--- src/rtl/assert_macros.svh ---
// assertion helpers for the rtl
`ifndef ASSERT_MACROS_SVH
`define ASSERT_MACROS_SVH

// expression must never be true while out of reset
`define ASSERT_NEVER(label, clk, rst_n, expr) \
	label: assert property (@(posedge clk) disable iff (!rst_n) !(expr)) \
		else $error("assertion failed");

// antecedent implies consequent in the same cycle
`define ASSERT_IMPLIES(label, clk, rst_n, ante, cons) \
	label: assert property (@(posedge clk) disable iff (!rst_n) (ante) |-> (cons)) \
		else $error("assertion failed");

// antecedent implies consequent in the next cycle
`define ASSERT_NEXT(label, clk, rst_n, ante, cons) \
	label: assert property (@(posedge clk) disable iff (!rst_n) (ante) |=> (cons)) \
		else $error("assertion failed");

`endif

--- src/rtl/fsmw_pkg.sv ---
package fsmw_pkg;

	localparam int unsigned COPY_COUNT = 2;
	localparam int unsigned ADDR_W = 24;
	localparam int unsigned SIZE_W = 13;
	localparam int unsigned BOFF_W = 12;
	localparam int unsigned COPY_W = 2;
	localparam logic [SIZE_W-1:0] COUNT_MAX = {SIZE_W{1'b1}};

	typedef enum logic [2:0] {
		PH_IDLE       = 3'd0,
		PH_ERASE      = 3'd1,
		PH_ERASE_WAIT = 3'd2,
		PH_PROGRAM    = 3'd3,
		PH_XFER_WAIT  = 3'd4,
		PH_PROG_WAIT  = 3'd5
	} phase_t;

	typedef enum logic [1:0] {
		CMD_NONE    = 2'd0,
		CMD_ERASE   = 2'd1,
		CMD_PROGRAM = 2'd2
	} cmd_t;

	typedef enum logic [1:0] {
		REG_BASE_ADDRESS = 2'd0,
		REG_SPARE_OFFSET = 2'd1,
		REG_PAGE_SIZE    = 2'd2,
		REG_SECTOR_SIZE  = 2'd3
	} reg_idx_t;

	localparam logic [ADDR_W-1:0] RST_BASE_ADDRESS = 24'd0;
	localparam logic [ADDR_W-1:0] RST_SPARE_OFFSET = 24'd262144;
	localparam logic [SIZE_W-1:0] RST_PAGE_SIZE = 13'd256;
	localparam logic [SIZE_W-1:0] RST_SECTOR_SIZE = 13'd4096;

	typedef struct packed {
		logic [ADDR_W-1:0] base_address;
		logic [ADDR_W-1:0] spare_offset;
		logic [SIZE_W-1:0] page_size;
		logic [SIZE_W-1:0] sector_size;
	} cfg_t;

	typedef struct packed {
		logic op;
		logic flash_busy;
		logic transfer_done;
	} item_t;

	typedef struct packed {
		cmd_t              command;
		logic [ADDR_W-1:0] flash_address;
		logic [BOFF_W-1:0] buffer_offset;
		phase_t            phase_code;
		logic              idle;
	} result_t;

endpackage

--- src/rtl/fsmw_seq.sv ---
module fsmw_seq (
	input  logic             clk,
	input  logic             arst_n,
	input  fsmw_pkg::cfg_t   cfg,
	input  logic             step,
	input  fsmw_pkg::item_t  item,
	output fsmw_pkg::result_t result
);
	import fsmw_pkg::*;

	phase_t              phase_q, phase_d;
	logic [SIZE_W-1:0]   bytes_q, bytes_d;
	logic [COPY_W-1:0]   copies_q, copies_d;
	logic [ADDR_W-1:0]   target_q, target_d;
	logic                latch_q, latch_d;
	logic [SIZE_W:0]     bytes_sum;
	logic [COPY_W-1:0]   copies_inc;

	always_ff @(posedge clk or negedge arst_n) begin
		if (!arst_n) begin
			phase_q  <= PH_IDLE;
			bytes_q  <= '0;
			copies_q <= '0;
			target_q <= '0;
			latch_q  <= 1'b0;
		end else if (step) begin
			phase_q  <= phase_d;
			bytes_q  <= bytes_d;
			copies_q <= copies_d;
			target_q <= target_d;
			latch_q  <= latch_d;
		end
	end

	assign bytes_sum  = {1'b0, bytes_q} + {1'b0, cfg.page_size};
	assign copies_inc = copies_q + COPY_W'(1);

	always_comb begin
		phase_d  = phase_q;
		bytes_d  = bytes_q;
		copies_d = copies_q;
		target_d = target_q;
		latch_d  = latch_q;
		result.command       = CMD_NONE;
		result.flash_address = '0;
		result.buffer_offset = '0;
		if (item.op) begin
			// start only takes effect from idle
			if (phase_q == PH_IDLE) begin
				target_d = cfg.base_address;
				bytes_d  = '0;
				copies_d = '0;
				phase_d  = PH_ERASE;
			end
		end else begin
			latch_d = latch_q | item.transfer_done;
			case (phase_q)
				PH_ERASE: begin
					result.command       = CMD_ERASE;
					result.flash_address = target_q;
					phase_d              = PH_ERASE_WAIT;
				end
				PH_ERASE_WAIT: begin
					if (!item.flash_busy) phase_d = PH_PROGRAM;
				end
				PH_PROGRAM: begin
					result.command       = CMD_PROGRAM;
					result.flash_address = target_q + {{(ADDR_W-SIZE_W){1'b0}}, bytes_q};
					result.buffer_offset = bytes_q[BOFF_W-1:0];
					phase_d              = PH_XFER_WAIT;
				end
				PH_XFER_WAIT: begin
					if (latch_d) begin
						// saturating byte count
						bytes_d = bytes_sum[SIZE_W] ? COUNT_MAX : bytes_sum[SIZE_W-1:0];
						latch_d = 1'b0;
						phase_d = PH_PROG_WAIT;
					end
				end
				PH_PROG_WAIT: begin
					if (!item.flash_busy) begin
						if (bytes_q < cfg.sector_size) begin
							phase_d = PH_PROGRAM;
						end else begin
							bytes_d = '0;
							if (copies_inc < COPY_W'(COPY_COUNT)) begin
								copies_d = copies_inc;
								target_d = target_q + cfg.spare_offset;
								phase_d  = PH_ERASE;
							end else begin
								copies_d = '0;
								phase_d  = PH_IDLE;
							end
						end
					end
				end
				default: phase_d = PH_IDLE;
			endcase
		end
		result.phase_code = phase_d;
		result.idle       = (phase_d == PH_IDLE);
	end

endmodule

--- src/rtl/flash_sector_mirror_writer_unit.sv ---
// flash sector mirror writer
// sequences a save of one sector buffer to flash, written twice: the primary
// copy at base_address and a spare copy at base_address plus spare_offset.
// input channel (in_valid/in_ready): each item is either a start request
// (op = 1) or a status tick (op = 0) carrying flash_busy and transfer_done.
// output channel (out_valid/out_ready): exactly one result item per input
// item: the command to issue (erase or page program) with its address and
// buffer offset, the phase after the step and the idle flag.
// config channel (cfg_valid/cfg_ready): always ready, writes base address,
// spare offset, page size and sector size; write only while the block idles.
// an item is registered on accept in the input register, and the sequencer
// step then loads the output register once that register can take a result.
// throughput: one item per cycle while the receiver keeps taking results.
// when the receiver stalls, the output register holds its item and the input
// register still takes one more item; further items wait on in_ready.
// reset clears the sequencer to idle, empties both registers and restores
// the configuration register defaults.
module flash_sector_mirror_writer_unit (
	input  logic                            clk,
	input  logic                            arst_n,
	// config write port
	input  logic                            cfg_valid,
	output logic                            cfg_ready,
	input  logic [1:0]                      cfg_index,
	input  logic [fsmw_pkg::ADDR_W-1:0]     cfg_data,
	// input items
	input  logic                            in_valid,
	output logic                            in_ready,
	input  logic                            op,
	input  logic                            flash_busy,
	input  logic                            transfer_done,
	// result items
	output logic                            out_valid,
	input  logic                            out_ready,
	output logic [1:0]                      command,
	output logic [fsmw_pkg::ADDR_W-1:0]     flash_address,
	output logic [fsmw_pkg::BOFF_W-1:0]     buffer_offset,
	output logic [2:0]                      phase_code,
	output logic                            idle
);
	import fsmw_pkg::*;

	`include "assert_macros.svh"

	cfg_t    cfg_q;
	item_t   item_s1;
	logic    valid_s1;
	result_t res_d;
	result_t res_q;
	logic    out_valid_q;
	logic    advance;

	// config registers, always writable
	assign cfg_ready = 1'b1;

	always_ff @(posedge clk or negedge arst_n) begin
		if (!arst_n) begin
			cfg_q.base_address <= RST_BASE_ADDRESS;
			cfg_q.spare_offset <= RST_SPARE_OFFSET;
			cfg_q.page_size    <= RST_PAGE_SIZE;
			cfg_q.sector_size  <= RST_SECTOR_SIZE;
		end else if (cfg_valid) begin
			case (reg_idx_t'(cfg_index))
				REG_BASE_ADDRESS: cfg_q.base_address <= cfg_data;
				REG_SPARE_OFFSET: cfg_q.spare_offset <= cfg_data;
				REG_PAGE_SIZE:    cfg_q.page_size    <= cfg_data[SIZE_W-1:0];
				REG_SECTOR_SIZE:  cfg_q.sector_size  <= cfg_data[SIZE_W-1:0];
				default: ;
			endcase
		end
	end

	// the stage-1 item steps the sequencer when the output register frees up
	assign advance  = valid_s1 && (!out_valid_q || out_ready);
	assign in_ready = !valid_s1 || advance;

	// input register
	always_ff @(posedge clk or negedge arst_n) begin
		if (!arst_n) begin
			valid_s1 <= 1'b0;
		end else if (in_ready) begin
			valid_s1 <= in_valid;
		end
	end

	always_ff @(posedge clk) begin
		if (in_valid && in_ready) begin
			item_s1.op            <= op;
			item_s1.flash_busy    <= flash_busy;
			item_s1.transfer_done <= transfer_done;
		end
	end

	// sequencer state and next-step logic
	fsmw_seq u_seq (
		.clk    (clk),
		.arst_n (arst_n),
		.cfg    (cfg_q),
		.step   (advance),
		.item   (item_s1),
		.result (res_d)
	);

	// result register
	always_ff @(posedge clk or negedge arst_n) begin
		if (!arst_n) begin
			out_valid_q <= 1'b0;
		end else if (advance) begin
			out_valid_q <= 1'b1;
		end else if (out_ready) begin
			out_valid_q <= 1'b0;
		end
	end

	always_ff @(posedge clk) begin
		if (advance) res_q <= res_d;
	end

	assign out_valid     = out_valid_q;
	assign command       = res_q.command;
	assign flash_address = res_q.flash_address;
	assign buffer_offset = res_q.buffer_offset;
	assign phase_code    = res_q.phase_code;
	assign idle          = res_q.idle;

	// a stalled stage-1 item is never dropped
	`ASSERT_NEXT(a_s1_hold, clk, arst_n, valid_s1 && out_valid_q && !out_ready, valid_s1)
	// an erase is always followed by the erase wait phase
	`ASSERT_IMPLIES(a_erase_phase, clk, arst_n, out_valid_q && res_q.command == CMD_ERASE,
		res_q.phase_code == PH_ERASE_WAIT)
	// a page program is always followed by the transfer wait phase
	`ASSERT_IMPLIES(a_prog_phase, clk, arst_n, out_valid_q && res_q.command == CMD_PROGRAM,
		res_q.phase_code == PH_XFER_WAIT)
	// buffer offset only accompanies a page program
	`ASSERT_IMPLIES(a_boff_prog, clk, arst_n, out_valid_q && res_q.buffer_offset != '0,
		res_q.command == CMD_PROGRAM)

endmodule

--- config.mk ---
export PLATFORM = sky130hd
export DESIGN_NAME = flash_sector_mirror_writer_unit
export DESIGN_NICKNAME = d
export VERILOG_FILES = /design/src/rtl/fsmw_pkg.sv /design/src/rtl/fsmw_seq.sv /design/src/rtl/flash_sector_mirror_writer_unit.sv
export VERILOG_INCLUDE_DIRS = /design/src /design/src/rtl
export SDC_FILE = /design/constraint.sdc
export NUM_CORES = 1
export LEC_CHECK = 0
export ABC_AREA = 0
export BUFFER_PORTS_ARGS = -buffer_cell sky130_fd_sc_hd__buf_2
export CAP_MARGIN = 20
export CORE_MARGIN = 4
export CORE_UTILIZATION = 40
export DETAILED_ROUTE_END_ITERATION = 12
export GPL_ROUTABILITY_DRIVEN = 0
export HOLD_SLACK_MARGIN = 0.02
export MAX_ROUTING_LAYER = met4
export PLACE_DENSITY = 0.63
export SKIP_CTS_REPAIR_TIMING = 1
export SYNTH_ARGS = -nofsm -noshare
export SYNTH_HDL_FRONTEND = slang
export SYNTH_SLANG_ARGS = --single-unit
--- constraint.sdc ---
create_clock -name clk -period 2.7 [get_ports clk]
set_input_delay 0.135 -clock clk [delete_from_list [all_inputs] [get_ports clk]]
set_output_delay 0.135 -clock clk [all_outputs]
set_load 0.01 [all_outputs]
# Yosys cells after proc, flatten, opt, wreduce, memory -nomap -nowiden
# Index checks and enable logic that the tools add are counted.
dict set report word_totals {
  ff_bits 164
  output_inout_bits 45
  word_cells 95
  input_bits 34
}
dict set report classes {
  addsub 4
  order_cmp 2
  n_reduce_logical 22
  bitwise 3
  n_eq_ne 14
  muxes 31
}
# operator n
set op_table {}
lappend op_table {{$mux 24} 6}
lappend op_table {{$mux 13} 6}
lappend op_table {{$pmux 26 s2} 1}
lappend op_table {{$pmux 13 s2} 1}
lappend op_table {{$add 24x13->24} 1}
lappend op_table {{$add 24x24->24} 1}
lappend op_table {{$mux 3} 6}
lappend op_table {{$pmux 3 s5} 1}
lappend op_table {{$add 13x13->14} 1}
lappend op_table {{$lt 13x13->1} 1}
lappend op_table {{$mux 2} 6}
lappend op_table {{$reduce_and 6->1} 2}
lappend op_table {{$reduce_and 2->1} 5}
lappend op_table {{$eq 3x2->1 const B} 2}
lappend op_table {{$eq 3x3->1 const B} 2}
lappend op_table {{$logic_not 3->1} 2}
lappend op_table {{$ne 3x3->1 const B} 2}
lappend op_table {{$reduce_bool 2->1} 3}
lappend op_table {{$reduce_and 5->1} 1}
lappend op_table {{$eq 2x2->1 const B} 2}
lappend op_table {{$mux 1} 4}
lappend op_table {{$ne 2x1->1 const B} 2}
lappend op_table {{$eq 3x1->1 const B} 1}
lappend op_table {{$ne 3x2->1 const B} 1}
lappend op_table {{12 further kinds} 16}

# Depth between registers and ports, before layout
dict set report depth {
  word_depth 8
  depth_mapped 12
  ltp_nobuf 12
}

# By module
# A second synthesis with hierarchy kept.
dict set report unflattened {
  cells_unflattened 861
  hier_area_um2 9292.7
}
# module n_inst area_each_um2 seq_area_each_um2 cells_per_inst
set modules_own_cells {}
lappend modules_own_cells {fsmw_seq 1 5044.8 1051.0 648}
lappend modules_own_cells {flash_sector_mirror_writer_unit 1 4247.8 3256.9 213}

# Least setup slack after synthesis
# Ideal clock, no wire load.
dict set report synth_timing {
  path_type {flip-flop to flip-flop}
  from {register out_valid_q, in the netlist out_valid}
  to {register u_seq.target_q[19]}
  period_less_slack_ps 2570
  setup_ps 125
  path_stages_with_launch 8
  arrival_ps 2445
  setup_slack_ps 130
  path_buffers 1
  required_time_ps 2575
  path_cell_list {dfrtp_1 nand2b_1 nand2_1 inv_1 nand2_1 o22ai_2 buf_6 mux2_2}
}
dict set report synth_between {
  elab_chain_cells 4
}
# item line
set synth_lines {}
lappend synth_lines {{start, declared} flash_sector_mirror_writer_unit.sv:50} ;# logic out_valid_q;
lappend synth_lines {{start signal, assigned} flash_sector_mirror_writer_unit.sv:107} ;# out_valid_q <= 1'b0;
lappend synth_lines {{start signal, assigned} flash_sector_mirror_writer_unit.sv:109} ;# out_valid_q <= 1'b1;
lappend synth_lines {{start signal, assigned} flash_sector_mirror_writer_unit.sv:111} ;# out_valid_q <= 1'b0;
lappend synth_lines {{$logic_not 1->1} flash_sector_mirror_writer_unit.sv:74} ;# assign advance = valid_s1 && (!out_valid_q || out_ready);
lappend synth_lines {{$logic_or 1x1->1} flash_sector_mirror_writer_unit.sv:74}
lappend synth_lines {{$logic_and 1x1->1} flash_sector_mirror_writer_unit.sv:74}
lappend synth_lines {{named net advance} flash_sector_mirror_writer_unit.sv:51} ;# logic advance;
lappend synth_lines {{$reduce_and 6->1 (no line)} n/a}
lappend synth_lines {{end signal, assigned} fsmw_seq.sv:30} ;# target_q <= target_d;
lappend synth_lines {{end, declared} fsmw_seq.sv:14} ;# logic [ADDR_W-1:0] target_q, target_d;
# The timed path passes the listed nets, and every way through them passes these cells.
# A chain may end at the register's enable or synchronous reset.

# Worst setup path in the final report
dict set report layout_timing {
  from {register u_seq.bytes_q[10]}
  to {register u_seq.bytes_q[10]}
}
dict set report layout_between {
  elab_chain_cells 5
  elab_cells_between_ends 8
  classes_between {add/sub: 1; order compare: 1; eq/ne: 1; mux: 4; reduce/logical: 1}
}
# item line
set layout_lines {}
lappend layout_lines {{start, declared} fsmw_seq.sv:12} ;# logic [SIZE_W-1:0] bytes_q, bytes_d;
lappend layout_lines {{start signal, assigned} fsmw_seq.sv:28} ;# bytes_q <= bytes_d;
lappend layout_lines {{$add 13x13->14} fsmw_seq.sv:35} ;# assign bytes_sum = {1'b0, bytes_q} + {1'b0, cfg.page_size};
lappend layout_lines {{$mux 13} fsmw_seq.sv:75} ;# bytes_d = bytes_sum[SIZE_W] ? COUNT_MAX : bytes_sum[SIZE_W-1:0];
lappend layout_lines {{$mux 13} fsmw_seq.sv:73} ;# if (latch_d) begin
lappend layout_lines {{$pmux 13 s2} fsmw_seq.sv:57} ;# case (phase_q)
lappend layout_lines {{$mux 13} fsmw_seq.sv:47} ;# if (item.op) begin
# Parallel ways exist; a longest one is shown, timed or not. The select of a mux whose other input is x is not followed.

==> metrics.md <==
| Metric | Value |
|---|---|
| Status | finished with violations |
| Violated checks | negative hold slack |
| Buf/Inv on CP | 3 |
| Final worst path period need | approximately 2.6 ns |
| PD cells | 1080 nW/um^2 |
| Pre-CTS WS | -0.0853 ns |
| Clock-pin transition on the worst setup and hold timing paths | 0.06 ns |
| Worst vdd ir | 0.541 mV |
| Final non-filler cell total | 1369 |
| Die Width | 161 um |
| Critical Path AT | 2.98 ns |
| Worst hold slack | -0.00183 ns |
| Die extent in y | 161 um |
| Number of remaining DRC errors | 0 |
| Worst setup margin | 0.0637 ns |
| CP Max Fanout | 8 |
| Routed Antenna Nets | 0 |
| Fin nets | between 1k and 1.5k |
| Iter 0 DRT Violations | ~460 |
| Vias in the first global route | approximately 6.8k |
| Register bit total from synthesis | 163 |
| H-tree Lvls | 4 |
| Top_reg_cell synth | dfrtp_1 |
| Core Rows | 55 |
| Via count | roughly 7.3k |
| Max Slew Vio Count | 0 |
| CTS max path bufs | 2 |
| Static Leak | 5.21 nW |
| Total CTS buffers | 17 |
| Skew-Pair Late Insertion Delay | 0.44 ns |
| GRT Total Usage | 0.186 |
| Slew headroom | 0.503 |
| Netlist cell types | 66 |
| CP most frequent cell | buf_12 |
| Initial antenna violation count | 1 |
| Post-synthesis sequential area ratio | 0.459 |
| Reg-to-reg startpoint | u_seq.bytes_q[10] |
| Hold Crit Class | input port to register |
| DRT Pass-1 Iters | 5 |
| I/O Buffers | 77 |
| Layout fillers | 2062 |
| CP Capture Type | register |
| Top delay family on crit path | compound AO/OA/AOI/OAI gates |
| Area grow syn2layout | 23.4% |
| R2R setup slack | 0.06 ns |
| # IOs | 79 |
| Starting Density | 0.411 |
| Critical path class | register to register |
| DR WL met3 | 995 um |
| Syn. warnings | 0 |
| Root Driver | clkbuf_16 |
| Crit path required time | 3.04 ns |
| Cell depth of the worst setup path | 11 |
| Hold Path Stages | 3 |
| Most frequent cells in the layout | dfrtp_1, mux2_2, buf_2, nor2_1, buf_4 |
| Dpl cells | approximately 1.3k |
| Die area | 26000 sq um |
| CTS sink count | 163 |
| Final Cycle Share | 0.976 |
| Core Area | 22800 sq um |
| Startpoint types | register |
| Final Setup Violations | 0 |
| First-pass GRT wire length | 37400 um |
| Final hold vios | 1 |
| Maximum clock rate | 379 MHz |
| CP max stage cell | dfrtp_1 |
| Setup tns final | 0 ns |
| Avg Inst Size Synth | 10.5 sq um |
| Highest metal used | met4 |
| Met2 WL | 10600 um |
| Routed met1 length | approximately 12000 um |
| Crit-path cells | ha_1 > a21o_1 > a211o_1 > a211oi_2 > a2111oi_4 > buf_4 > o311ai_4 > buf_12 > buf_12 > nand2_1 > o211ai_1 |
| Total wire length | 23600 um |
| CTS tree | done |
| Number of flops mapped to enable cells by yosys | 45 |
| Syn Std Cell Area | 9380 sq um |
| Post-layout utilization of the core | 0.507 |
| Async S/R FF share, synth | 0.724 |
| Reg2reg end | u_seq.bytes_q[10] |
| HPWL after DPL | between 15000 and 20000 um |
| Mapped Nets | 989 |
| Worst setup endpoint | u_seq.bytes_q[10] |
| Via density | 5.31 |
| RSZ-0062 raised after global routing | true |
| Layout cells sized above 1 | 0.300 |
| Worst setup path startpoint | u_seq.bytes_q[10] |
| Clock Skews | 0.0114 ns |
| Cells on worst reg2reg path | 11 |
| GRT overflow | 0 |
| Largest net degree at the start of global routing | between 40 and 50 |
| Slowest cell delay on critical path | ~0.41 ns |
| Routed len/inst | around 17 um |
| Commonest non-fill, non-tap cell in the layout | dfrtp_1 |
| MaxCap Viol Count | 0 |
| Worst Tran Pin Value | 0.743 ns |
| Overall power | 12.5 mW |
| Gate Count Post-Synth | 891 |
sequential cells by signal (all words and copies together), names as in the netlist, 2 cells and up:
name            count
u_seq.phase_q       3
flash_address      24
command             2
phase_code          3
buffer_offset      12
cfg_q              74
item_s1             3
u_seq.bytes_q      13
u_seq.target_q     24
worst min path at each step:
stage	slack [ns]	startpoint	end
2_1_floorplan	-0.16	arst_n	cfg_q[0]
4_1_cts	-0.30	arst_n	cfg_q[72]
5_1_grt	0.03	out_ready	out_valid
3_5_place_dp	0.17	arst_n	cfg_q[72]
6_report	-0.002	out_ready	out_valid
3_3_place_gp	0.17	arst_n	u_seq.target_q[16]
synth_stat cells, drive strengths merged (4+ instances only):
cell    instances  area share
o21bai          6      0.0048
a31oi           7      0.0047
o211ai          6      0.0048
a211o           5      0.0047
buf            14       0.010
nand4           7      0.0047
a211oi         10      0.0096
o21a            8      0.0064
xnor2          28       0.026
or3             5      0.0033
nor2b          13      0.0087
nand3          28       0.015
dfrtp         115        0.31
a21o           22       0.018
nand2b         12      0.0080
a22oi           7      0.0056
mux2           76       0.091
nor3            9      0.0048
edfxtp         45        0.14
mux2i           4      0.0043
nor2           75       0.030
clkbuf         25       0.010
and3           18       0.012
xor2           15       0.014
a21oi          64       0.038
o21ai          63       0.034
ha             61       0.081
or2             5      0.0033
o22ai           5      0.0040
inv            33       0.013
nand2          58       0.023
routing by layer:
metal / vias to the layer above / GRT usage
li1: 3540 / -
met1: 3543 / 0.265
met2: 161 / 0.278
met3: 21 / 0.0306
met4: 0 / 0.0508
met5: - / -
metrics by stage:
step / hold WS (ns) / cell area, sq um
2_1_floorplan: -0.161 / 9380
3_5_place_dp: 0.172 / 10500
6_report: -0.00183 / 11600
3_3_place_gp: 0.170 / 10500
4_1_cts: -0.302 / 11100
5_1_grt: 0.0305 / 11600
tightest hold or removal path, cell delays in order:
cell      delay, ns
buf_2          0.08
nand2b_1       0.11
nand2b_1       0.06
kinds of logic (layout without fill, tap and decap cells):
kind of cell             count (synthesis)  count (layout)  synth area share
buffers and inverters                   72             236            0.0336
AND/OR/NAND/NOR                        241             241             0.122
other                                    1               2          0.000400
adder cells (fa/ha/maj)                 64              64            0.0877
XOR/XNOR                                43              43            0.0401
flip-flops                             163             163             0.459
multiplexers                            80              80            0.0955
AO/OA/AOI/OAI                          227             227             0.161
power breakdown:
group / leakage (nW) / internal (mW) / switching [mW] / total (mW)
Sequential: 1.85 / 3.17 / 0.523 / 3.70
Combinational: 3.05 / 2.96 / 3.38 / 6.34
Clock: 0.297 / 1.45 / 1.04 / 2.50
layout make-up:
| type | instances | area (sq um) | area share |
|---|---|---|---|
| multi-input combinational | 656 | 4910 | 0.424 |
| sequential | 163 | 4310 | 0.372 |
| clock buffer | 19 | 464 | 0.0401 |
| inverter | 33 | 124 | 0.0107 |
| antenna | 1 | 2.50 | 0.000216 |
| clock inverter | 13 | 146 | 0.0126 |
| timing repair buffer | 171 | 1220 | 0.106 |
| tap | 313 | 392 | 0.0338 |
(Power assumes the default switching activity.)
